File: src/ycta_pkg.sv
package ycta_pkg;

  // Register indexes on the configuration channel
  localparam logic [1:0] CFG_THRESH_TRANSPARENT = 2'd0;
  localparam logic [1:0] CFG_THRESH_HALF_ALPHA  = 2'd1;
  localparam logic [1:0] CFG_SIGNED_OUTPUT      = 2'd2;

  // BT.601 fixed-point constants, scale 2^7
  localparam logic [7:0]         Y_BIAS    = 8'd16;
  localparam logic [7:0]         Y_COEFF   = 8'h95;
  localparam logic signed [10:0] RCR_COEFF = 11'sd204;
  localparam logic signed [10:0] GCR_COEFF = -11'sd104;
  localparam logic signed [10:0] GCB_COEFF = -11'sd50;
  localparam logic signed [10:0] BCB_COEFF = 11'sd258;
  localparam logic signed [8:0]  C_BIAS    = 9'sd128;

  localparam logic [7:0] ALPHA_NORMAL = 8'h80;
  localparam logic [7:0] ALPHA_HALF   = 8'h40;
  localparam logic [7:0] SIGN_FLIP    = 8'h80;
  localparam logic [7:0] CHAN_MAX     = 8'd255;

  typedef struct packed {
    logic [8:0] thresh_transparent;
    logic [8:0] thresh_half_alpha;
    logic       signed_output;
  } cfg_t;

  typedef struct packed {
    logic [7:0] luma;
    logic [7:0] chroma_blue;
    logic [7:0] chroma_red;
  } pixel_t;

  typedef struct packed {
    logic [7:0] red;
    logic [7:0] green;
    logic [7:0] blue;
    logic [7:0] alpha;
  } rgba_t;

endpackage

File: src/ycta_pix_if.sv
interface ycta_pix_if;
  logic       valid;
  logic       ready;
  logic [7:0] luma;
  logic [7:0] chroma_blue;
  logic [7:0] chroma_red;

  modport source (output valid, luma, chroma_blue, chroma_red, input ready);
  modport sink   (input valid, luma, chroma_blue, chroma_red, output ready);
endinterface

File: src/ycta_rgba_if.sv
interface ycta_rgba_if;
  logic       valid;
  logic       ready;
  logic [7:0] red;
  logic [7:0] green;
  logic [7:0] blue;
  logic [7:0] alpha;

  modport source (output valid, red, green, blue, alpha, input ready);
  modport sink   (input valid, red, green, blue, alpha, output ready);
endinterface

File: src/ycta_cfg_if.sv
interface ycta_cfg_if;
  logic       valid;
  logic       ready;
  logic [1:0] index;
  logic [8:0] data;

  modport source (output valid, index, data, input ready);
  modport sink   (input valid, index, data, output ready);
endinterface

File: src/ycta_cfg_regs.sv
module ycta_cfg_regs (
  input  logic              clk_i,
  input  logic              rst_ni,
  input  logic              wr_en_i,
  input  logic [1:0]        wr_index_i,
  input  logic [8:0]        wr_data_i,
  output ycta_pkg::cfg_t    cfg_o
);

  ycta_pkg::cfg_t cfg_q, cfg_d;

  always_comb begin
    cfg_d = cfg_q;
    if (wr_en_i) begin
      case (wr_index_i)
        ycta_pkg::CFG_THRESH_TRANSPARENT: cfg_d.thresh_transparent = wr_data_i;
        ycta_pkg::CFG_THRESH_HALF_ALPHA:  cfg_d.thresh_half_alpha  = wr_data_i;
        ycta_pkg::CFG_SIGNED_OUTPUT:      cfg_d.signed_output      = wr_data_i[0];
        default: ;  // unused index, write dropped
      endcase
    end
  end

  always_ff @(posedge clk_i or negedge rst_ni) begin
    if (!rst_ni) begin
      cfg_q <= '0;
    end else begin
      cfg_q <= cfg_d;
    end
  end

  assign cfg_o = cfg_q;

endmodule

File: src/ycta_convert.sv
module ycta_convert (
  input  ycta_pkg::pixel_t pix_i,
  input  ycta_pkg::cfg_t   cfg_i,
  output ycta_pkg::rgba_t  rgba_o
);

  logic [7:0]         ys;
  logic [15:0]        lum_p;
  logic [9:0]         lum;
  logic signed [8:0]  cb, cr;
  logic signed [19:0] rcr_p, gcr_p, gcb_p, bcb_p;
  logic signed [13:0] rcr, gcr, gcb, bcb, lum_s;
  logic signed [13:0] r_sum, g_sum, b_sum;
  logic [7:0]         r, g, b, r_o, g_o, b_o, a;
  logic               below_t, below_h;

  function automatic logic [7:0] clamp_byte(input logic signed [13:0] v);
    logic signed [13:0] h;
    h = v >>> 1;  // floor halve
    if (h < 0) begin
      clamp_byte = '0;
    end else if (h > 14'sd255) begin
      clamp_byte = ycta_pkg::CHAN_MAX;
    end else begin
      clamp_byte = h[7:0];
    end
  endfunction

  always_comb begin
    ys    = (pix_i.luma > ycta_pkg::Y_BIAS) ? pix_i.luma - ycta_pkg::Y_BIAS : '0;
    lum_p = 16'(ys) * 16'(ycta_pkg::Y_COEFF);
    lum   = lum_p[15:6];

    cb = $signed({1'b0, pix_i.chroma_blue}) - ycta_pkg::C_BIAS;
    cr = $signed({1'b0, pix_i.chroma_red})  - ycta_pkg::C_BIAS;

    rcr_p = 20'(cr) * 20'(ycta_pkg::RCR_COEFF);
    gcr_p = 20'(cr) * 20'(ycta_pkg::GCR_COEFF);
    gcb_p = 20'(cb) * 20'(ycta_pkg::GCB_COEFF);
    bcb_p = 20'(cb) * 20'(ycta_pkg::BCB_COEFF);

    // arithmetic shift is a floor divide by 64
    rcr = 14'(rcr_p >>> 6);
    gcr = 14'(gcr_p >>> 6);
    gcb = 14'(gcb_p >>> 6);
    bcb = 14'(bcb_p >>> 6);

    lum_s = $signed({4'b0, lum});
    r_sum = lum_s + rcr + 14'sd1;
    g_sum = lum_s + gcr + gcb + 14'sd1;
    b_sum = lum_s + bcb + 14'sd1;

    r = clamp_byte(r_sum);
    g = clamp_byte(g_sum);
    b = clamp_byte(b_sum);

    below_t = ({1'b0, r} < cfg_i.thresh_transparent) &&
              ({1'b0, g} < cfg_i.thresh_transparent) &&
              ({1'b0, b} < cfg_i.thresh_transparent);
    below_h = ({1'b0, r} < cfg_i.thresh_half_alpha) &&
              ({1'b0, g} < cfg_i.thresh_half_alpha) &&
              ({1'b0, b} < cfg_i.thresh_half_alpha);

    r_o = r;
    g_o = g;
    b_o = b;
    a   = ycta_pkg::ALPHA_NORMAL;
    if (below_t) begin
      r_o = '0;
      g_o = '0;
      b_o = '0;
      a   = '0;
    end else if (below_h) begin
      a = ycta_pkg::ALPHA_HALF;
    end
    if (cfg_i.signed_output) begin
      r_o = r_o ^ ycta_pkg::SIGN_FLIP;
      g_o = g_o ^ ycta_pkg::SIGN_FLIP;
      b_o = b_o ^ ycta_pkg::SIGN_FLIP;
    end

    rgba_o.red   = r_o;
    rgba_o.green = g_o;
    rgba_o.blue  = b_o;
    rgba_o.alpha = a;
  end

endmodule

File: src/ycbcr_to_rgba_with_alpha_thresholds.sv
// Channel  Dir  Payload                           Transfer
// pix_i    in   luma, chroma_blue, chroma_red     valid & ready
// rgba_o   out  red, green, blue, alpha           valid & ready
// cfg_i    in   index (2b), data (9b)             valid & ready, ready always high
//
// Datapath: pixel register, then conversion into the result register.
// Throughput one pixel per cycle while rgba_o is not stalled; an empty stage loads even if the next holds.
// Reset (rst_ni low, async) empties both stages and zeroes the configuration; payloads are not reset.
// A stall on rgba_o holds the result; pix_i still takes a pixel while stage 1 is empty.
module ycbcr_to_rgba_with_alpha_thresholds (
  input  logic                clk_i,
  input  logic                rst_ni,
  ycta_pix_if.sink            pix_i,
  ycta_rgba_if.source         rgba_o,
  ycta_cfg_if.sink            cfg_i
);

  ycta_pkg::cfg_t   cfg;
  ycta_pkg::pixel_t pix_q;
  ycta_pkg::rgba_t  rgba_d, rgba_q;
  logic             pix_vld_q, rgba_vld_q;
  logic             adv_out, adv_in;

  // Configuration: always ready, writes land next edge.
  assign cfg_i.ready = 1'b1;

  ycta_cfg_regs u_cfg (
    .clk_i      (clk_i),
    .rst_ni     (rst_ni),
    .wr_en_i    (cfg_i.valid),
    .wr_index_i (cfg_i.index),
    .wr_data_i  (cfg_i.data),
    .cfg_o      (cfg)
  );

  // Result stage loads when empty or when its contents are being taken.
  assign adv_out     = !rgba_vld_q || rgba_o.ready;
  // Pixel stage loads when empty or when it drains into the result stage.
  assign adv_in      = !pix_vld_q || adv_out;
  assign pix_i.ready = adv_in;

  always_ff @(posedge clk_i or negedge rst_ni) begin
    if (!rst_ni) begin
      pix_vld_q  <= 1'b0;
      rgba_vld_q <= 1'b0;
    end else begin
      if (adv_in) begin
        pix_vld_q <= pix_i.valid;
      end
      if (adv_out) begin
        rgba_vld_q <= pix_vld_q;
      end
    end
  end

  // Payload registers, no reset.
  always_ff @(posedge clk_i) begin
    if (adv_in && pix_i.valid) begin
      pix_q.luma        <= pix_i.luma;
      pix_q.chroma_blue <= pix_i.chroma_blue;
      pix_q.chroma_red  <= pix_i.chroma_red;
    end
    if (adv_out && pix_vld_q) begin
      rgba_q <= rgba_d;
    end
  end

  // Conversion, thresholds and sign flip between the two registers.
  ycta_convert u_conv (
    .pix_i  (pix_q),
    .cfg_i  (cfg),
    .rgba_o (rgba_d)
  );

  assign rgba_o.valid = rgba_vld_q;
  assign rgba_o.red   = rgba_q.red;
  assign rgba_o.green = rgba_q.green;
  assign rgba_o.blue  = rgba_q.blue;
  assign rgba_o.alpha = rgba_q.alpha;

endmodule

File: src/flat_wrapper.sv
// flat-port wrapper written by rule: the top's interface ports become plain ports
module ycbcr_to_rgba_with_alpha_thresholds_flat 
  (clk_i, rst_ni, pix_i_valid, pix_i_luma, pix_i_chroma_blue, pix_i_chroma_red, pix_i_ready, rgba_o_valid, rgba_o_red, rgba_o_green, rgba_o_blue, rgba_o_alpha, rgba_o_ready, cfg_i_valid, cfg_i_index, cfg_i_data, cfg_i_ready);
  ycta_pix_if pix_i_i ();
  ycta_rgba_if rgba_o_i ();
  ycta_cfg_if cfg_i_i ();
  input  logic clk_i;
  input  logic rst_ni;
  input wire logic [$bits(pix_i_i.valid)-1:0] pix_i_valid;
  input wire logic [$bits(pix_i_i.luma)-1:0] pix_i_luma;
  input wire logic [$bits(pix_i_i.chroma_blue)-1:0] pix_i_chroma_blue;
  input wire logic [$bits(pix_i_i.chroma_red)-1:0] pix_i_chroma_red;
  output wire logic [$bits(pix_i_i.ready)-1:0] pix_i_ready;
  output wire logic [$bits(rgba_o_i.valid)-1:0] rgba_o_valid;
  output wire logic [$bits(rgba_o_i.red)-1:0] rgba_o_red;
  output wire logic [$bits(rgba_o_i.green)-1:0] rgba_o_green;
  output wire logic [$bits(rgba_o_i.blue)-1:0] rgba_o_blue;
  output wire logic [$bits(rgba_o_i.alpha)-1:0] rgba_o_alpha;
  input wire logic [$bits(rgba_o_i.ready)-1:0] rgba_o_ready;
  input wire logic [$bits(cfg_i_i.valid)-1:0] cfg_i_valid;
  input wire logic [$bits(cfg_i_i.index)-1:0] cfg_i_index;
  input wire logic [$bits(cfg_i_i.data)-1:0] cfg_i_data;
  output wire logic [$bits(cfg_i_i.ready)-1:0] cfg_i_ready;
  assign pix_i_i.valid = pix_i_valid;
  assign pix_i_i.luma = pix_i_luma;
  assign pix_i_i.chroma_blue = pix_i_chroma_blue;
  assign pix_i_i.chroma_red = pix_i_chroma_red;
  assign pix_i_ready = pix_i_i.ready;
  assign rgba_o_valid = rgba_o_i.valid;
  assign rgba_o_red = rgba_o_i.red;
  assign rgba_o_green = rgba_o_i.green;
  assign rgba_o_blue = rgba_o_i.blue;
  assign rgba_o_alpha = rgba_o_i.alpha;
  assign rgba_o_i.ready = rgba_o_ready;
  assign cfg_i_i.valid = cfg_i_valid;
  assign cfg_i_i.index = cfg_i_index;
  assign cfg_i_i.data = cfg_i_data;
  assign cfg_i_ready = cfg_i_i.ready;
  ycbcr_to_rgba_with_alpha_thresholds u_core (.clk_i(clk_i), .rst_ni(rst_ni), .pix_i(pix_i_i), .rgba_o(rgba_o_i), .cfg_i(cfg_i_i));
endmodule
File: config.mk
export PLATFORM = sky130hd
export DESIGN_NAME = ycbcr_to_rgba_with_alpha_thresholds_flat
export DESIGN_NICKNAME = d
export VERILOG_FILES = /design/src/ycta_pkg.sv /design/src/ycta_pix_if.sv /design/src/ycta_rgba_if.sv /design/src/ycta_cfg_if.sv /design/src/ycta_cfg_regs.sv /design/src/ycta_convert.sv /design/src/ycbcr_to_rgba_with_alpha_thresholds.sv /design/src/flat_wrapper.sv
export SDC_FILE = /design/constraint.sdc
export NUM_CORES = 1
export LEC_CHECK = 0
export ABC_AREA = 1
export ABC_CLOCK_PERIOD_IN_PS = 10100
export BUFFER_PORTS_ARGS = -buffer_cell sky130_fd_sc_hd__buf_2
export CELL_PAD_IN_SITES_DETAIL_PLACEMENT = 0
export CELL_PAD_IN_SITES_GLOBAL_PLACEMENT = 1
export CORE_MARGIN = 10
export CORE_UTILIZATION = 48
export CTS_BUF_LIST = sky130_fd_sc_hd__clkbuf_8
export CTS_CLUSTER_SIZE = 12
export DETAILED_ROUTE_END_ITERATION = 12
export PLACE_DENSITY = 0.86
export SETUP_SLACK_MARGIN = 0.3
export SLEW_MARGIN = 15
export SYNTH_ARGS = -nofsm -noshare
export SYNTH_HDL_FRONTEND = slang
export SYNTH_SLANG_ARGS = --single-unit
File: constraint.sdc
create_clock -name clk_i -period 10.1 [get_ports clk_i]
set_clock_uncertainty 0.2 [all_clocks]
set_input_delay 1.01 -clock clk_i [delete_from_list [all_inputs] [get_ports clk_i]]
set_output_delay 1.01 -clock clk_i [all_outputs]
set_load 0.005 [all_outputs]
### Word level (Yosys, flattened, before mapping)

Cells that the tools add are included.

* bits in registers: 77
* input bits: 40
* output and inout bits: 35
* word-level logic and storage cells: 73

* add/subtract/negate cells: 10
* equal/unequal tests: 2
* reduce and logical (&&, ||, !) cells: 14
* multipliers: 5
* bitwise logic cells: 3
* muxes and demuxes: 14
* $lt $le $gt $ge: 13

Operator list (number)
* 8-bit two-way mux: 14
* 8-bit by 9-bit less-than comparator with 1-bit output: 6
* 13-bit by 9-bit greater-than comparator with 1-bit output (second input constant): 3
* 13-bit by 1-bit less-than comparator with 1-bit output (second input constant): 3
* 13-bit by 2-bit adder with 14-bit output (second input constant): 2
* 9-bit by 9-bit multiplier with 18-bit output (second input constant): 1
* 8-bit by 8-bit subtractor with 9-bit output (second input constant): 2
* 8-bit by 8-bit multiplier with 16-bit output (second input constant): 1
* 9-bit by 7-bit multiplier with 16-bit output (second input constant): 1
* 9-bit by 6-bit multiplier with 15-bit output (second input constant): 1
* 11-bit by 13-bit adder with 14-bit output: 1
* 14-bit by 2-bit adder with 14-bit output (second input constant): 1
* 9-bit by 5-bit multiplier with 14-bit output (second input constant): 1
* 11-bit by 12-bit adder with 13-bit output: 1
* 12-bit by 10-bit adder with 13-bit output: 1
* 11-bit by 11-bit adder with 12-bit output: 1
* 8-bit by 5-bit greater-than comparator with 1-bit output (second input constant): 1
* 8-bit by 5-bit subtractor with 8-bit output (second input constant): 1
* 1-bit logical AND: 6
* 2-bit AND reduction: 3
* 1-bit NOT: 3
* 2-bit by 1-bit equality test with 1-bit output (second input constant): 1
* 2-bit equality test (second input constant): 1
* 1-bit logical NOT: 2
* other kinds (2): 3

### Logic depth before layout (Yosys ltp)

* word-level depth: 15
* depth in mapped cells: 51
* gate-level depth less buffers: 51

### Modules after synthesis

Synthesis repeated with hierarchy kept, for this count alone.

* cell total of the unflattened synthesis: 1324
* area, all modules: 10483.8 sq um

By module, submodules not included
* ycta_convert: cells each 1169, seq. area each 0.0 sq um, area an instance 7888.8 sq um, times used 1
* ycbcr_to_rgba_with_alpha_thresholds: cells each 70, seq. area each 1731.7 sq um, area an instance 1788.0 sq um, times used 1
* ycta_cfg_regs: cells each 85, seq. area each 475.5 sq um, area an instance 807.0 sq um, times used 1

### Worst setup path after synthesis

No wires, ideal clock.

* path type: reg-to-reg
* start point: register u_core.pix_q[20] (netlist bit)
* end point: register u_core.rgba_q, in the netlist u_core.rgba_o.green[6], data pin
* period minus slack after synthesis: 8.088 ns
* stages on the path, launching flop included: 47
* arrival: 7.628 ns
* setup time: 0.260 ns
* path buffers: 1
* path slack: 2.012 ns
* cell sequence: edfxtp_1 -> ha_1 -> nand4_1 -> nor2_1 -> o21a_1 -> nor2_1 -> ha_1 -> ha_1 -> inv_1 -> fa_1 -> inv_1 -> fa_1 -> ha_1 -> nand2_1 -> inv_1 -> nand2_1 -> nand2_1 -> a21oi_1 -> (+11 left out) -> and2_1 -> nand3b_1 -> o21ai_1 -> nand2_2 -> o21ai_0 -> inv_1 -> ha_1 -> nand3_1 -> nand2_1 -> o41ai_1 -> o221ai_1 -> nor2_1 -> nand2_1 -> a21oi_2 -> nand2_4 -> inv_4 -> buf_8 -> nor2_1

* cells in the longest elaborated chain, start to end: 14
* elaborated cells on any way between the ends: 30
* those cells by class: add/sub (8); mul (1); order compare (10); mux (9); reduce/logical (2)

Ends and longest elaborated chain
* start, declared: RTL line ycbcr_to_rgba_with_alpha_thresholds.sv:19 `ycta_pkg::pixel_t pix_q;`
* 8-bit by 5-bit subtractor with 8-bit output / 8-bit by 5-bit greater-than comparator with 1-bit output (equally long branches): RTL line ycta_convert.sv:30 `ys = (pix_i.luma > ycta_pkg::Y_BIAS) ? pix_i.luma - ycta_pkg::Y_BIAS : '0;`
* 8-bit two-way mux *: RTL line ycta_convert.sv:30
* 8-bit by 8-bit multiplier with 16-bit output *: RTL line ycta_convert.sv:31 `lum_p = 16'(ys) * 16'(ycta_pkg::Y_COEFF);`
* 11-bit by 11-bit adder with 12-bit output *: RTL line ycta_convert.sv:50 `g_sum = lum_s + gcr + gcb + 14'sd1;`
* 12-bit by 10-bit adder with 13-bit output *: RTL line ycta_convert.sv:50
* 13-bit by 2-bit adder with 14-bit output *: RTL line ycta_convert.sv:50
* 13-bit by 9-bit greater-than comparator with 1-bit output: RTL line ycta_convert.sv:22 `end else if (h > 14'sd255) begin`
* 8-bit two-way mux: RTL line ycta_convert.sv:22
* 8-bit two-way mux *: RTL line ycta_convert.sv:20 `if (h < 0) begin`
* named net u_core.u_conv.g[6]: RTL line ycta_convert.sv:14 `logic [7:0] r, g, b, r_o, g_o, b_o, a;`
* 8-bit by 9-bit less-than comparator with 1-bit output: RTL line ycta_convert.sv:58 `({1'b0, g} < cfg_i.thresh_transparent) &&`
* 1-bit logical AND: RTL line ycta_convert.sv:57 `below_t = ({1'b0, r} < cfg_i.thresh_transparent) &&`
* 1-bit logical AND: RTL line ycta_convert.sv:58
* 8-bit two-way mux *: RTL line ycta_convert.sv:68 `if (below_t) begin`
* 8-bit two-way mux *: RTL line ycta_convert.sv:76 `if (cfg_i.signed_output) begin`
* end signal, assigned: RTL line ycbcr_to_rgba_with_alpha_thresholds.sv:64 `rgba_q <= rgba_d;`
* end, declared: RTL line ycbcr_to_rgba_with_alpha_thresholds.sv:20 `ycta_pkg::rgba_t rgba_d, rgba_q;`

The timed path passes the listed nets; every way through them passes the cells marked *.
A chain may end at the register's enable or synchronous reset.

### Worst setup path after layout

* start point: register u_core.pix_q[20] (netlist bit)
* end point: register u_core.rgba_q, in the netlist u_core.rgba_o.alpha[7], data pin

* cells in the longest elaborated chain, start to end: 13
* elaborated cells on any way between the ends: 34
* those cells by class: add/sub (8); mul (1); order compare (13); mux (8); reduce/logical (4)

Ends and longest elaborated chain
* 8-bit by 5-bit subtractor with 8-bit output / 8-bit by 5-bit greater-than comparator with 1-bit output (equally long branches): RTL line ycta_convert.sv:30
* 8-bit two-way mux *: RTL line ycta_convert.sv:30
* 8-bit by 8-bit multiplier with 16-bit output *: RTL line ycta_convert.sv:31
* 11-bit by 11-bit adder with 12-bit output *: RTL line ycta_convert.sv:50
* 12-bit by 10-bit adder with 13-bit output *: RTL line ycta_convert.sv:50
* 13-bit by 2-bit adder with 14-bit output *: RTL line ycta_convert.sv:50
* 13-bit by 9-bit greater-than comparator with 1-bit output: RTL line ycta_convert.sv:22
* 8-bit two-way mux: RTL line ycta_convert.sv:22
* 8-bit two-way mux *: RTL line ycta_convert.sv:20
* named net u_core.u_conv.g[6]: RTL line ycta_convert.sv:14
* 8-bit by 9-bit less-than comparator with 1-bit output: RTL line ycta_convert.sv:61 `({1'b0, g} < cfg_i.thresh_half_alpha) &&`
* 1-bit logical AND: RTL line ycta_convert.sv:60 `below_h = ({1'b0, r} < cfg_i.thresh_half_alpha) &&`
* 1-bit logical AND: RTL line ycta_convert.sv:61
* 8-bit two-way mux: RTL line ycta_convert.sv:73 `end else if (below_h) begin`

Marked as above.

==> metrics.txt <==
post-place setup slack=1.07 ns; final worst slack=1.13 ns; first-pass GRT wire length=40.4 mm; Synth area leader=ha_1; DIE HEIGHT=166 um; htree depth=3; die area=27500 um2; hpwl dp=20.4 mm; Avg WL per Cell=14.3 um; peak fanout along the critical path=22; Core Util, Final=52.4%; Detailed Routing Iterations Pass 1=5; Vias=8244; number of diodes=0; Worst path max stage delay=0.54 ns; CP max stage cell=fa_1; Crit. End Element=flip-flop; fin nets=1675; Area contributors post-synth=ha_1 25%, edfxtp_1 15%, inv_1 11%; io pins=75; Clock Latency Late Sink=0.39 ns; Initial Utilization=48.7%; share of the yosys chip area belonging to registers=19.8%; hold crit path type=reg2reg; routed wire length=23.8 mm; CTS Buf Count=9; die width=166 um; via density per instance=4.96; max-cap violations=0; I/O Buffers=67; post-route antenna net violation count=0; Primary FF master, synth=edfxtp_1; area occupied by multi-input gates=7000 um2; syn_area_per_cell=7.81 um2; site row count=53; Clock Tree Root=clkbuf_8; CP arrival=8.90 ns; Tcrit/Tclk final=88.8%; achievable frequency=112 MHz; Starting DRT DRC Count=354; FF/Latch Area=2030 um2; setup TNS=0 ns; setup violators final=0; Slew headroom=29.4%; Worst-path clk slew=0.10 ns; Req. time, crit path=10.04 ns; Post-Synthesis Cells=1310; WS Path Type=reg2reg; outcome=complete, no violations; actual slew at the worst max-slew pin=1.05 ns; max-slew violations=0; Layout area overhead=7.69%; Synth cell types=49; CTS sink count=71; dpl cells=1645; worst path buffer plus inverter count=7; RSZ-0062 raised after global routing=false; Crit path max-delay family=adder cells; total global routing overflow=0; FFs w/ async S/R, synth=29.6%; crit start category=flip-flop; initial antenna violation count=0; Core Area=21000 um2; Total GRT Usage=17.5%; share of cells above drive strength 1=9.31%; layout filler cell count=2080; CTS max path bufs=2; pin count of the biggest net entering global routing=27; CTS Hold Bufs=0; GP Congestion=0.887; post-synth top area share=25.0%; #FFs+latches synth=71; number of synthesized flops with an enable pin=50; vias in the first global route=8300; final hold violation count=0; Remaining DRCs=0; min Tclk post-route=8.97 ns; Syn Std Cell Area=10200 um2; final instance count without filler cells=1661; total number of yosys warnings=0; CTS tree=yes
==> final cells by class <==
| type | instances | area share [%] |
|---|---|---|
| tap | 275 | 3.12 |
| inverter | 297 | 10.1 |
| clock inverter | 7 | 0.511 |
| clock buffer | 9 | 1.12 |
| multi-input combinational | 934 | 63.6 |
| timing repair buffer | 68 | 3.11 |
| sequential | 71 | 18.4 |
==> final timing paths <==
check                      slack [ns]  cells after the start                    from                     end
min reg2reg                      0.29                      2  u_core.u_cfg.cfg_o[18]  u_core.u_cfg.cfg_o[18]
max reg2reg                      1.13                     45        u_core.pix_q[20]  u_core.rgba_o.alpha[7]
max in group asynchronous        9.00                      1                  rst_ni   u_core.u_cfg.cfg_o[3]
max                              1.13                     45        u_core.pix_q[20]  u_core.rgba_o.alpha[7]
min                              0.29                      2  u_core.u_cfg.cfg_o[18]  u_core.u_cfg.cfg_o[18]
min in group asynchronous        0.36                      1                  rst_ni   u_core.u_cfg.cfg_o[0]
==> synthesized netlist by cell type, drive strengths merged, types with 13 or more instances <==
cell / number
xnor2: 22
o21bai: 13
nand3: 63
ha: 204
inv: 297
nor2: 86
dfrtp: 21
nand2: 267
fa: 50
edfxtp: 50
a21oi: 69
nand4: 21
xor2: 37
o21ai: 50
==> sequential cells by signal (all words and copies together) (netlist names) <==
register and count:
u_core.pix_q 24, u_core.u_cfg.cfg_o 19, u_core.rgba_o.blue 8, u_core.rgba_o.green 8, u_core.rgba_o.red 8, u_core.rgba_o.alpha 2
u_core.pix_vld_q 1, u_core.rgba_o.valid 1
==> worst min-delay path: stages (launching register included) <==
cell	delay (ns)
dfrtp_1	0.36
nand2_1	0.05
o21ai_0	0.05
==> stage by stage <==
stage | instance area, um2 | hold slack (ns)
floorplan | 10200 | 0.247
global placement | 10800 | 0.270
detailed placement | 10800 | 0.273
finish | 11000 | 0.294
CTS | 11000 | 0.298
global route | 11000 | 0.310
==> cell families after synthesis <==
kind of cell	synth area share, %
and+or+nand+nor	19.6
adders and majority gates	34.7
buffers and inverters	12.0
other	0.0734
AOI/OAI and AO/OA	8.72
DFF	19.8
xor gates and xnor gates	5.05
==> cell usage in the layout, fill, tap and decap left out, drive strengths merged, types with 3 or more instances in the layout <==
cell	count
clkbuf	9
edfxtp	50
nand3b	3
nand3	63
a211oi	4
xor2	37
a21oi	69
nand4	21
nor2	86
or3	3
fa	50
buf	68
o221ai	3
o21bai	13
conb	7
ha	204
dfrtp	21
inv	303
nand2	267
or2	3
o21ai	50
nor3	11
xnor2	22
==> per-layer routing <==
metal | share of wire [%] | track usage (%) | routed length, um | vias up
li1 | - | - | - | 4325
met1 | 47 | 22.4 | 11100 | 3756
met2 | 48 | 30.0 | 11400 | 141
met3 | 3.7 | 3.03 | 887 | 22
met4 | 1.6 | 3.81 | 372 | 0
met5 | 0 | 0 | 0 | -
==> repair_timing <==
item / in CTS / in global routing
hold endpoints to repair: 0 / 0
buffers inserted: 0 / 0
resized for setup: 0 / 1
setup endpoints to repair: 0 / 13
Power is left out: the tool's default activity adds up to more than one toggle a clock period on the data nets, which glitch-free logic cannot reach.
